### src/rtl/slfr_pkg.sv
// Package: types and constants of the length framed receiver.
package slfr_pkg;

  localparam int BYTE_W = 8;
  localparam int POS_W  = 9;
  localparam int HDR_W  = 4;

  localparam logic [BYTE_W-1:0] START_BYTE         = 8'h02;
  localparam logic [BYTE_W-1:0] ONE_BYTE_LENGTH    = 8'h01;
  localparam logic [HDR_W-1:0]  HEADER_MIN         = 4'd2;
  localparam logic [HDR_W-1:0]  HEADER_BYTES_RESET = 4'd4;

  typedef enum logic [1:0] {
    PH_IDLE   = 2'd0,
    PH_HEADER = 2'd1,
    PH_BODY   = 2'd2
  } phase_t;

  typedef struct packed {
    logic [BYTE_W-1:0] frame_byte;
    logic [POS_W-1:0]  byte_position;
    logic              frame_end;
    logic              checksum_good;
    logic              frame_ready;
  } result_t;

endpackage

### src/rtl/slfr_in_reg.sv
// Input register: holds one received item until the frame logic takes it.
module slfr_in_reg (
  input  logic                      clk,
  input  logic                      rst,
  input  logic                      in_valid,
  output logic                      in_stall,
  input  logic [slfr_pkg::BYTE_W-1:0] rx_byte,
  input  logic                      take,
  output logic                      q_valid,
  output logic [slfr_pkg::BYTE_W-1:0] q_byte
);
  import slfr_pkg::*;

  logic load;

  assign in_stall = q_valid && !take;
  assign load     = in_valid && !in_stall;

  always_ff @(posedge clk) begin
    if (rst) begin
      q_valid <= 1'b0;
    end else if (load) begin
      q_valid <= 1'b1;
    end else if (take) begin
      q_valid <= 1'b0;
    end
  end

  always_ff @(posedge clk) begin
    if (load) begin
      q_byte <= rx_byte;
    end
  end

endmodule

### src/rtl/slfr_frame_core.sv
// Frame tracker: start hunt, header and body counting, running XOR check.
module slfr_frame_core (
  input  logic                       clk,
  input  logic                       rst,
  input  logic [slfr_pkg::HDR_W-1:0]  header_bytes,
  input  logic                       step,
  input  logic [slfr_pkg::BYTE_W-1:0] b,
  output logic                       res_valid,
  output slfr_pkg::result_t          res
);
  import slfr_pkg::*;

  phase_t            phase, phase_next;
  logic [POS_W-1:0]  position, position_next;
  logic [BYTE_W-1:0] frame_length, frame_length_next;
  logic [BYTE_W-1:0] running_xor, running_xor_next;
  logic [BYTE_W-1:0] check_byte, check_byte_next;
  logic              ready_flag, ready_flag_next;
  logic [HDR_W-1:0]  hsize;

  assign hsize = (header_bytes < HEADER_MIN) ? HEADER_MIN : header_bytes;

  always_ff @(posedge clk) begin
    if (rst) begin
      phase        <= PH_IDLE;
      position     <= '0;
      frame_length <= '0;
      running_xor  <= '0;
      check_byte   <= '0;
      ready_flag   <= 1'b0;
    end else begin
      phase        <= phase_next;
      position     <= position_next;
      frame_length <= frame_length_next;
      running_xor  <= running_xor_next;
      check_byte   <= check_byte_next;
      ready_flag   <= ready_flag_next;
    end
  end

  always_comb begin
    phase_next        = phase;
    position_next     = position;
    frame_length_next = frame_length;
    running_xor_next  = running_xor;
    check_byte_next   = check_byte;
    ready_flag_next   = ready_flag;
    res_valid         = 1'b0;
    res               = '0;
    if (step) begin
      unique case (phase)
        PH_HEADER, PH_BODY: begin
          res_valid         = 1'b1;
          res.frame_byte    = b;
          res.byte_position = position;
          if (position == POS_W'(1)) begin
            // length byte: seed XOR and check byte for short lengths
            frame_length_next = b;
            if (b == '0) begin
              running_xor_next = '0;
              check_byte_next  = START_BYTE;
            end else if (b == ONE_BYTE_LENGTH) begin
              running_xor_next = START_BYTE;
              check_byte_next  = ONE_BYTE_LENGTH;
            end else begin
              running_xor_next = START_BYTE ^ b;
              check_byte_next  = '0;
            end
          end else if (position < {1'b0, frame_length}) begin
            running_xor_next = running_xor ^ b;
          end else if (position == {1'b0, frame_length}) begin
            check_byte_next = b;
          end
          position_next = position + POS_W'(1);
          if (phase == PH_HEADER) begin
            if (position_next >= POS_W'(hsize)) begin
              phase_next = PH_BODY;
            end
          end else if (position >= {1'b0, frame_length_next}) begin
            res.frame_end     = 1'b1;
            res.checksum_good = (running_xor_next == check_byte_next);
            ready_flag_next   = (running_xor_next == check_byte_next);
            phase_next        = PH_IDLE;
          end
          res.frame_ready = ready_flag_next;
        end
        default: begin
          phase_next = PH_IDLE;
          if (b == START_BYTE) begin
            res_valid         = 1'b1;
            res.frame_byte    = b;
            res.byte_position = '0;
            res.frame_ready   = ready_flag;
            position_next     = POS_W'(1);
            frame_length_next = '0;
            running_xor_next  = '0;
            check_byte_next   = '0;
            phase_next        = PH_HEADER;
          end
        end
      endcase
    end
  end

endmodule

### src/rtl/slfr_out_reg.sv
// Result register: holds one result item until the consumer takes it.
module slfr_out_reg (
  input  logic              clk,
  input  logic              rst,
  input  logic              load,
  input  slfr_pkg::result_t d,
  output logic              space,
  output logic              out_valid,
  input  logic              out_stall,
  output slfr_pkg::result_t q
);
  import slfr_pkg::*;

  assign space = !out_valid || !out_stall;

  always_ff @(posedge clk) begin
    if (rst) begin
      out_valid <= 1'b0;
    end else if (space) begin
      out_valid <= load;
    end
  end

  always_ff @(posedge clk) begin
    if (space && load) begin
      q <= d;
    end
  end

endmodule

### src/rtl/stx_length_frame_receiver.sv
// Top level of the start/length framed byte receiver with XOR checksum.
// Received bytes enter an input register; a frame tracker then
// drops bytes outside a frame, numbers every captured byte and, on the byte
// at or past the length index, compares the running XOR of bytes 0 to L-1
// with the byte at index L and updates the ready flag. One byte is taken per
// clock cycle when the output side does not stall; a captured byte passes
// from the input register through the frame state update into the result
// register. Dropped bytes produce no result item. header_bytes is written
// through cfg_wr_en and cfg_wr_data; the user must write it only while the
// receiver is idle, which the block itself does not enforce. Values below 2
// act as 2.
module stx_length_frame_receiver (
  input  logic        clk,
  input  logic        rst,
  input  logic        cfg_wr_en,
  input  logic [3:0]  cfg_wr_data,
  input  logic        in_valid,
  output logic        in_stall,
  input  logic [7:0]  rx_byte,
  output logic        out_valid,
  input  logic        out_stall,
  output logic [7:0]  frame_byte,
  output logic [8:0]  byte_position,
  output logic        frame_end,
  output logic        checksum_good,
  output logic        frame_ready
);
  import slfr_pkg::*;

  logic [HDR_W-1:0]  header_bytes;
  logic              q_valid;
  logic [BYTE_W-1:0] q_byte;
  logic              space;
  logic              advance;
  logic              res_valid;
  result_t           res;
  result_t           out_q;

  always_ff @(posedge clk) begin
    if (rst) begin
      header_bytes <= HEADER_BYTES_RESET;
    end else if (cfg_wr_en) begin
      header_bytes <= cfg_wr_data;
    end
  end

  assign advance = q_valid && space;

  slfr_in_reg u_in_reg (
    .clk      (clk),
    .rst      (rst),
    .in_valid (in_valid),
    .in_stall (in_stall),
    .rx_byte  (rx_byte),
    .take     (advance),
    .q_valid  (q_valid),
    .q_byte   (q_byte)
  );

  slfr_frame_core u_core (
    .clk          (clk),
    .rst          (rst),
    .header_bytes (header_bytes),
    .step         (advance),
    .b            (q_byte),
    .res_valid    (res_valid),
    .res          (res)
  );

  slfr_out_reg u_out_reg (
    .clk       (clk),
    .rst       (rst),
    .load      (advance && res_valid),
    .d         (res),
    .space     (space),
    .out_valid (out_valid),
    .out_stall (out_stall),
    .q         (out_q)
  );

  assign frame_byte    = out_q.frame_byte;
  assign byte_position = out_q.byte_position;
  assign frame_end     = out_q.frame_end;
  assign checksum_good = out_q.checksum_good;
  assign frame_ready   = out_q.frame_ready;

endmodule

### config.mk
export PLATFORM = sky130hd
export DESIGN_NAME = stx_length_frame_receiver
export DESIGN_NICKNAME = d
export VERILOG_FILES = /design/src/rtl/slfr_pkg.sv /design/src/rtl/slfr_in_reg.sv /design/src/rtl/slfr_frame_core.sv /design/src/rtl/slfr_out_reg.sv /design/src/rtl/stx_length_frame_receiver.sv
export SDC_FILE = /design/constraint.sdc
export NUM_CORES = 1
export LEC_CHECK = 0
export ABC_CLOCK_PERIOD_IN_PS = 10700
export BUFFER_PORTS_ARGS = -buffer_cell sky130_fd_sc_hd__buf_2
export CAP_MARGIN = 20
export CORE_MARGIN = 2
export CORE_UTILIZATION = 50
export DETAILED_ROUTE_END_ITERATION = 10
export GPL_TIMING_DRIVEN = 0
export PLACE_DENSITY = 0.69
export SLEW_MARGIN = 30
export SYNTH_ARGS = -nofsm -noshare
export SYNTH_HDL_FRONTEND = slang
export SYNTH_SLANG_ARGS = --single-unit
### constraint.sdc
create_clock -name clk -period 10.7 [get_ports clk]
set_clock_uncertainty 0.2 [all_clocks]
set_input_delay 2.14 -clock clk [delete_from_list [all_inputs] [get_ports clk]]
set_output_delay 2.14 -clock clk [all_outputs]
set_load 0.01 [all_outputs]
==> results of run 1 <==
flip-flops by register name, summed over array words and instances, names as in the netlist, 2 cells and up:
| name | cells |
|---|---|
| header_bytes | 4 |
| u_core.check_byte | 8 |
| u_core.frame_length | 8 |
| u_core.phase | 2 |
| u_core.position | 9 |
| u_core.running_xor | 8 |
| u_in_reg.q_byte | 8 |
| u_out_reg.q | 20 |
per-layer routing:
layer	track usage	vias to the layer above	share of wire
met1	0.393	1889	0.46
met4	0.0917	0	0.018
met5	0	-	0
met3	0.0493	24	0.071
met2	0.429	176	0.45
li1	-	1918	-
area by class of cell:
class                           instances  area (sq um)  share of cell area
Sequential cell                        70          1680               0.357
Inverter                               29           109              0.0231
Multi-Input combinational cell        376          2320               0.493
Buffer                                 29           120              0.0255
Tap cell                              105           131              0.0279
Timing Repair Buffer                   36           180              0.0383
Clock inverter                          7          41.3             0.00877
Clock buffer                            9           124              0.0263
cells in the final DEF (no fill, tap or decap), types with 20 or more instances in the layout:
| cell type | netlist | routed |
|---|---|---|
| and3_1 | 20 | 20 |
| edfxtp_1 | 28 | 28 |
| buf_2 | 0 | 36 |
| ha_1 | 23 | 23 |
| inv_1 | 27 | 27 |
| dfxtp_1 | 42 | 42 |
| nor2_1 | 74 | 74 |
| o21ai_0 | 26 | 26 |
| a21oi_1 | 50 | 50 |
| nand2_1 | 33 | 33 |
| clkbuf_1 | 27 | 27 |
power by group:
| part | total (uW) | internal [uW] | switching [uW] | leakage [uW] |
|---|---|---|---|---|
| Clock | 190 | 82.0 | 108 | 0.0000801 |
| Combinational | 25.2 | 8.41 | 16.8 | 0.00114 |
| Sequential | 281 | 279 | 2.68 | 0.000601 |
| Total | 496 | 369 | 127 | 0.00182 |
critical path, cell delays in order:
cell and delay, ns:
buf_2 0.10, and3_1 0.20, buf_2 0.14
per-stage QoR:
step	setup slack, ns	total power (uW)	utilization	std cells	instance area, sq um
5_1_grt	5.74	511	0.573	661	4710
2_1_floorplan	6.00	302	-	504	4220
3_5_place_dp	5.77	312	0.552	645	4540
6_report	5.78	496	0.573	661	4710
3_3_place_gp	5.77	312	0.552	645	4540
4_1_cts	5.77	498	0.572	661	4700
final timing paths:
path | start | endpoint | slack (ns) | cells after the start
max | out_stall | in_stall | 5.78 | 3
min | u_core.frame_length[5]$_SDFFE_PP0P_ | u_core.frame_length[5]$_SDFFE_PP0P_ | 0.29 | 2
max reg2reg | u_core.position[3]$_SDFFE_PP0P_ | u_out_reg.q[1]$_SDFFCE_PP0P_ | 6.10 | 14
min reg2reg | u_core.frame_length[5]$_SDFFE_PP0P_ | u_core.frame_length[5]$_SDFFE_PP0P_ | 0.29 | 2
kinds of logic after synthesis:
logic type	count (synthesis)	synth area share
buffers and inverters	58	0.0542
multiplexers	8	0.0204
adder cells (fa/ha/maj)	23	0.0681
flip-flops	70	0.398
AO/OA/AOI/OAI	144	0.219
AND/OR/NAND/NOR	190	0.217
XOR/XNOR	11	0.0228
==> flow_summary.yaml, run 1 <==
synth:
  async_flop_share: 0
  ys_warn_count: 0
  ys_seq_area_frac: 0.398
  synth_top_area_cell: "dfxtp_1"
  syn_nets: 544
  ys_seq_elements: 70
  yosysMostFrequentCell: "nor2_1"
  synth_cell_type_count: 66
  synthTopCellsByArea: "dfxtp_1 (20%), edfxtp_1 (20%), ha_1 (6.8%)"
  netlist_instances: 504
  post_synth.cell_area_avg_sq_um: 8.38
  synth_edf_count: 28
  synthFlopType: "dfxtp_1"
  syn-cell-area_sq_um: 4220
  synth_commonest_cells: "nor2_1 (74), a21oi_1 (50), dfxtp_1 (42)"
  yosysTopAreaCellShare: 0.199
worst_setup_path:
  crit_path_start_kind: "primary input"
  crit_path_max_fanout: 3
  critPathArrivalTime_ns: 2.58
  criticalPathCategory: "primary input to primary output"
  required_ns: 8.36
  crit_path_end_kind: "primary output"
floorplan:
  core_area_sq_um: 8220
  dieArea_sq_um: 9200
  row_count: 33
  start_util: 0.514
  io_pins: 39
  die_y_um: 95.9
  die_x_um: 95.9
sta:
  setup_viol: 0
  rsz0062_at_grt: "no"
  clock.fmax_mhz: 203
  fin_tns_setup_ns: 0
  fin_crit_sh: 0.460
  finalHoldViolCount: 0
  fin_crit_ns: 4.92
  maxSlewViolCount: 0
  worst_pin_slew_ns: 1.08
  timing.hold.ws_ns: 0.287
  max_slew_margin: 0.272
route:
  drt-total-wl_um: 12200
  via_per_inst: 6.06
  ant_nets: 0
  wl_per_cell_um: 18.4
  vias: 4007
  drt-pass1-iter-count: 6
  drc: 0
  dr.first_iter.drc_count: 366
hold_path:
  hold_path.class: "flop to flop"
clock_tree:
  cts_hold_buf: 0
  cts-resized-gates: 0
  worstSkewPairLatency_ns: 0.36
  clk_pin_slew_ns: 0.08
  cts_setup_buffers: 0
  cts_buffer_depth: 2
  cts_buffers: 9
  cts_root_buffer: "clkbuf_8"
  cts_tree: "done"
  clkSinkCount: 70
  htreeDepth: 3
place:
  dp_hpwl_um: 8880
  io_buffers: 36
  gp_congestion: 0.992
power_and_ir_drop:
  total_leakage_power_uw: 0.00182
  pwr_density_cell_nw_per_um2: 105
  peakVddDrop_mv: 0.0602
grt:
  grt_usage: 0.278
  grt_pass1_vias: 3677
  grt_max_degree: 27
  antenna_found_initial: 0
  grt_overflow: 0
  grt_pass1_wl_um: 19300
outcome:
  outcome: "complete, no violations"
finish:
  diodes: 0
  drive_gt1_frac: 0.122
  nFillCells: 790
  area_growth_pct: 11.4
  nets: 591
run:
  cap_violations: 0
No activity file was read; power rests on OpenSTA's default activity.
==> run 2, diff against run 1 <==
- ABC_AREA: not set -> 1
- ABC_CLOCK_PERIOD_IN_PS: 10700 -> 3960
- PLACE_DENSITY: 0.69 -> 0.72
- clock period: 10.7 -> 3.96 ns (I/O delays scaled with it)
==> flow_summary.yaml, run 2 <==
sta:
  fin_ws_ns: 0.348
  maxSlewViolCount: 0
  fin_crit_sh: 0.912
  fin_tns_setup_ns: 0
  clock.fmax_mhz: 277
  timing.hold.ws_ns: 0.263
  worst_pin_slew_ns: 0.654
  finalHoldViolCount: 0
  max_slew_margin: 0.561
  setup_viol: 0
  rsz0062_at_grt: "no"
  fin_crit_ns: 3.61
worst_setup_path:
  crit_family: "simple AND/OR/NAND/NOR gates"
  criticalPathCategory: "flop to flop"
  cp_cell_sequence: "inv_1 -> ha_1 -> nand3_1 -> nor2_1 -> clkbuf_2 -> o21ai_0 -> ha_1 -> nand2_1 -> nor2_1 -> nand2_1 -> o2111ai_1 -> nand3_1 -> inv_1 -> nand2_1 -> nor2_1 -> nand2_2 -> nand2_1"
  crit_buf_inv: 3
  crit_path_end_kind: "flop"
  cp_slowest_cell: "nor2_1"
  required_ns: 3.99
  crit_path_frequent_cell: "nand2_1"
  slowest_delay_ns: 0.40
  critPathArrivalTime_ns: 3.64
  crit_path_start_kind: "flop"
  crit_path_max_fanout: 10
route:
  wl_per_cell_um: 14.1
  drt-total-wl_um: 10300
  vias: 3901
  via_per_inst: 5.37
  drc: 0
  ant_nets: 0
  drt-pass1-iter-count: 5
  dr.first_iter.drc_count: 278
synth:
  synthFlopType: "dfxtp_1"
  synthXorXnorAreaFrac: 0.0233
  async_flop_share: 0
  synth_compound_gate_area_share: 0.105
  ys_seq_area_frac: 0.407
  synth-simple-area-share: 0.304
  ys_seq_elements: 70
  synth_edf_count: 28
  syn_nets: 607
  muxShareOfSynthArea: 0
  netlist_instances: 567
  synth_top_family_by_area: "simple AND/OR/NAND/NOR gates"
  yosysTopAreaCellShare: 0.203
  synth_adder_area_share: 0.0696
  ys_warn_count: 0
  synth_commonest_cells: "nand2_1 (165), inv_1 (77), nor2_1 (51)"
  synth_cell_type_count: 34
  yosysMostFrequentCell: "nand2_1"
  synthTopCellsByArea: "dfxtp_1 (20%), edfxtp_1 (20%), nand2_1 (15%)"
  post_synth.cell_area_avg_sq_um: 7.29
  synth_top_area_cell: "dfxtp_1"
  syn-cell-area_sq_um: 4140
floorplan:
  dieArea_sq_um: 9010
  die_y_um: 94.9
  io_pins: 39
  start_util: 0.508
  die_x_um: 94.9
  row_count: 33
  core_area_sq_um: 8130
finish:
  reg_top3: "u_out_reg.q: 20 flops, u_core.position: 9 flops"
  largest_reg_flops: 20
  area_growth_pct: 13.2
  final_cell_mix: "nand2_1 (165), inv_1 (77), nor2_1 (51)"
  drive_gt1_frac: 0.122
  seq_area_sq_um: 1680
  diodes: 0
  nFillCells: 760
  regMostFlops: "u_out_reg.q"
  nets: 656
  design_area_sq_um: 4680
  multi_input_area_sq_um: 2070
  final_common_cell: "nand2_1"
grt:
  use_met2: 0.394
  grt_usage: 0.247
  antenna_found_initial: 0
  grt_max_degree: 26
  grt_pass1_wl_um: 17000
  grt_overflow: 0
  grt-busiest-layer: "met2"
  grt_pass1_vias: 3512
  grtUsageMet3: 0.0343
  grt_use_met1: 0.333
place:
  gp_congestion: 0.964
  dp_hpwl_um: 7740
  io_buffers: 37
  placed_area_sq_um: 4480
  place_ws_ns: 0.201
outcome:
  outcome: "complete, no violations"
clock_tree:
  cts_root_buffer: "clkbuf_8"
  clk_pin_slew_ns: 0.08
  htreeDepth: 3
  cts_tree: "done"
  clkSinkCount: 70
  cts_buffer_depth: 2
  cts_setup_buffers: 0
  cts_buffers: 9
  worstSkewPairLatency_ns: 0.35
power_and_ir_drop:
  total_leakage_power_uw: 0.00214
  pwr_density_cell_nw_per_um2: 307
  peakVddDrop_mv: 0.187
  power_uw: 1440
hold_path:
  hold_path.class: "flop to flop"
run:
  cap_violations: 0
-- run 2: changes by cell type after synthesis, sizes merged, moves of 7 or more --
cell    change
o21ai       -7
nor3       -13
nor2       -19
inv        +50
a21oi      -10
nand4      +16
nand2     +134
clkbuf     -15
and3       -21
nand3      +21
a22oi      -16
-- run 2: report_power, final --
group / switching, uW / internal (uW) / leakage [uW] / total, uW
clock network: 283 / 309 / 0.000104 / 592
logic: 54.2 / 26.5 / 0.00143 / 80.7
registers: 7.47 / 756 / 0.000603 / 763
total: 345 / 1090 / 0.00214 / 1440
-- run 2: cells by family (layout without fill, tap and decap cells) --
kind of cell,Yosys count,in the layout
XOR/XNOR,11,11
adder cells (fa/ha/maj),23,23
AND/OR/NAND/NOR,290,290
flip-flops,70,70
buffers and inverters,96,150
AO/OA/AOI/OAI,77,77
-- run 2: cell type report --
class / instances / share of cell area
multi-input cells: 401 / 0.443
well taps: 105 / 0.0281
clock buffers: 11 / 0.0302
clock inverters: 5 / 0.0120
plain buffers: 17 / 0.0182
repair buffers: 38 / 0.0455
inverters: 79 / 0.0634
flip-flops and latches: 70 / 0.359
-- run 2: tightest hold or removal path: stages, from the launching register on --
cell and delay, ns:
dfxtp_1 0.31, nand2_1 0.06, a21oi_1 0.05
-- run 2: final timing paths --
kind | start | slack, ns | end | cells after the start
max | u_core.position[1]$_SDFFE_PP0P_ | 0.35 | u_out_reg.q[0]$_SDFFCE_PN0P_ | 17
max reg2reg | u_core.position[1]$_SDFFE_PP0P_ | 0.35 | u_out_reg.q[0]$_SDFFCE_PN0P_ | 17
min | u_core.phase[1]$_SDFFE_PP0P_ | 0.26 | u_core.phase[1]$_SDFFE_PP0P_ | 2
min reg2reg | u_core.phase[1]$_SDFFE_PP0P_ | 0.26 | u_core.phase[1]$_SDFFE_PP0P_ | 2
-- run 2: through the flow --
stage / cells / util
2_1_floorplan: 567 / -
3_3_place_gp: 709 / 0.547
3_5_place_dp: 710 / 0.551
4_1_cts: 726 / 0.575
5_1_grt: 726 / 0.575
6_report: 726 / 0.575
-- run 2: timing repair --
item / CTS / global route
setup endpoints to repair: 0 / 3
resized for setup: 0 / 2
hold buffers: 0 / 0
-- run 2: layer usage --
metal	vias to the layer above	part of all wire
met4	0	0.027
met2	130	0.46
li1	1953	-
met1	1793	0.46
met5	-	0
met3	25	0.057
==> run 3, diff against run 2 <==
- GPL_ROUTABILITY_DRIVEN: not set -> 1
- RECOVER_POWER: not set -> 25
==> flow_summary.yaml, run 3 (synthesis gave the netlist of run 2 again) <==
clock_tree:
  cts_tree: "done"
  cts_hold_buf: 0
  cts_buffer_depth: 2
  cts_root_buffer: "clkbuf_8"
  clkSinkCount: 70
  htreeDepth: 3
  clk_pin_slew_ns: 0.08
  worstSkewPairLatency_ns: 0.36
  cts_buffers: 9
finish:
  drive_gt1_frac: 0.108
  multi_input_area_sq_um: 2070
  final_common_cell: "nand2_1"
  nets: 656
  nFillCells: 763
  diodes: 0
  largest_reg_flops: 20
  seq_area_sq_um: 1680
  area_growth_pct: 12.9
  final_cell_mix: "nand2_1 (165), inv_1 (77), nor2_1 (51)"
  reg_top3: "u_out_reg.q: 20 flops, u_core.position: 9 flops"
  regMostFlops: "u_out_reg.q"
route:
  dr.first_iter.drc_count: 283
  drt-total-wl_um: 10300
  ant_nets: 0
  drt-pass1-iter-count: 5
  wl_per_cell_um: 14.2
  via_per_inst: 5.38
  vias: 3904
  drc: 0
place:
  gp_congestion: 0.964
  dp_hpwl_um: 7740
  place_ws_ns: 0.201
  io_buffers: 37
floorplan:
  die_x_um: 94.9
  io_pins: 39
  start_util: 0.508
  die_y_um: 94.9
  row_count: 33
  core_area_sq_um: 8130
  dieArea_sq_um: 9010
worst_setup_path:
  crit_path_end_kind: "flop"
  critPathArrivalTime_ns: 3.64
  required_ns: 3.99
  crit_path_start_kind: "flop"
  crit_path_max_fanout: 10
  criticalPathCategory: "flop to flop"
grt:
  grt_overflow: 0
  grt_pass1_vias: 3512
  grt_max_degree: 26
  grt_usage: 0.247
  grt_pass1_wl_um: 17000
  antenna_found_initial: 0
power_and_ir_drop:
  p_comb_frac: 0.056
  sequentialPowerShare: 0.530
  internal_power_uw: 1090
  pwr_density_cell_nw_per_um2: 308
  peakVddDrop_mv: 0.187
  p_sw_frac: 0.241
  switchingPower_uw: 347
  clkPwrFrac: 0.413
  total_leakage_power_uw: 0.00211
sta:
  setup_viol: 0
  fin_crit_sh: 0.912
  max_slew_margin: 0.556
  rsz0062_at_grt: "no"
  fin_tns_setup_ns: 0
  fin_crit_ns: 3.61
  fin_ws_ns: 0.348
  clock.fmax_mhz: 277
  finalHoldViolCount: 0
  worst_pin_slew_ns: 0.660
  maxSlewViolCount: 0
run:
  cap_violations: 0
hold_path:
  hold_path.class: "flop to flop"
outcome:
  outcome: "complete, no violations"
run 3: changes by cell type in the layout (fill, tap and decap cells not counted), sizes merged:
| cell | change |
|---|---|
| clkbuf | +9 |
| buf | -9 |
run 3: final timing paths:
check,startpoint,endpoint,depth (start not counted),slack (ns)
worst max-delay path,u_core.position[1]$_SDFFE_PP0P_,u_out_reg.q[0]$_SDFFCE_PN0P_,17,0.35
worst min-delay path,u_core.phase[1]$_SDFFE_PP0P_,u_core.phase[1]$_SDFFE_PP0P_,2,0.26
worst max register to register,u_core.position[1]$_SDFFE_PP0P_,u_out_reg.q[0]$_SDFFCE_PN0P_,17,0.35
worst min register to register,u_core.phase[1]$_SDFFE_PP0P_,u_core.phase[1]$_SDFFE_PP0P_,2,0.26
run 3: critical path, cell delays in order, from the launching register on:
cell and delay, ns:
dfxtp_1 0.38, inv_1 0.11, ha_1 0.18, nand3_1 0.10
nor2_1 0.40, clkbuf_2 0.33, o21ai_0 0.17, ha_1 0.34
nand2_1 0.06, nor2_1 0.14, nand2_1 0.06, o2111ai_1 0.38
nand3_1 0.18, inv_1 0.12, nand2_1 0.06, nor2_1 0.12
nand2_2 0.09, nand2_1 0.06
run 3: power groups by stage:
stage                     Sequential (uW)  Clock [uW]  Combinational [uW]
after floorplan                       777           0                53.3
after global placement                779           0                76.6
final                                 763         595                80.8
after global routing                  764         626                92.2
after detailed placement              780           0                79.3
after CTS                             763         600                79.8
run 3: final cells by class:
cell class / instances / area share
Tap cell: 105 / 0.0281
Multi-Input combinational cell: 401 / 0.444
Buffer: 17 / 0.0182
Clock buffer: 11 / 0.0303
Inverter: 79 / 0.0635
Timing Repair Buffer: 38 / 0.0432
Sequential cell: 70 / 0.360
Clock inverter: 5 / 0.0121
run 3: layer usage:
layer  part of all wire  vias up  GRT usage
met2               0.46      134      0.394
li1                   -     1954          -
met3              0.058       24     0.0343
met4              0.026        0      0.107
met1               0.46     1792      0.333
met5                  0        -          0
run 3: stage by stage:
stage / hold WS (ns) / util / power [uW] / cells / cell area, sq um
2_1_floorplan: 0.240 / - / 830 / 567 / 4140
3_3_place_gp: 0.248 / 0.547 / 856 / 709 / 4450
3_5_place_dp: 0.257 / 0.551 / 859 / 710 / 4480
4_1_cts: 0.269 / 0.575 / 1440 / 726 / 4680
5_1_grt: 0.279 / 0.574 / 1480 / 726 / 4670
6_report: 0.263 / 0.574 / 1440 / 726 / 4670
run 3: timing repair:
action | in CTS | in global routing
setup endpoints to repair | 0 | 3
setup buffers | 0 | 0
resized for setup | 0 | 2
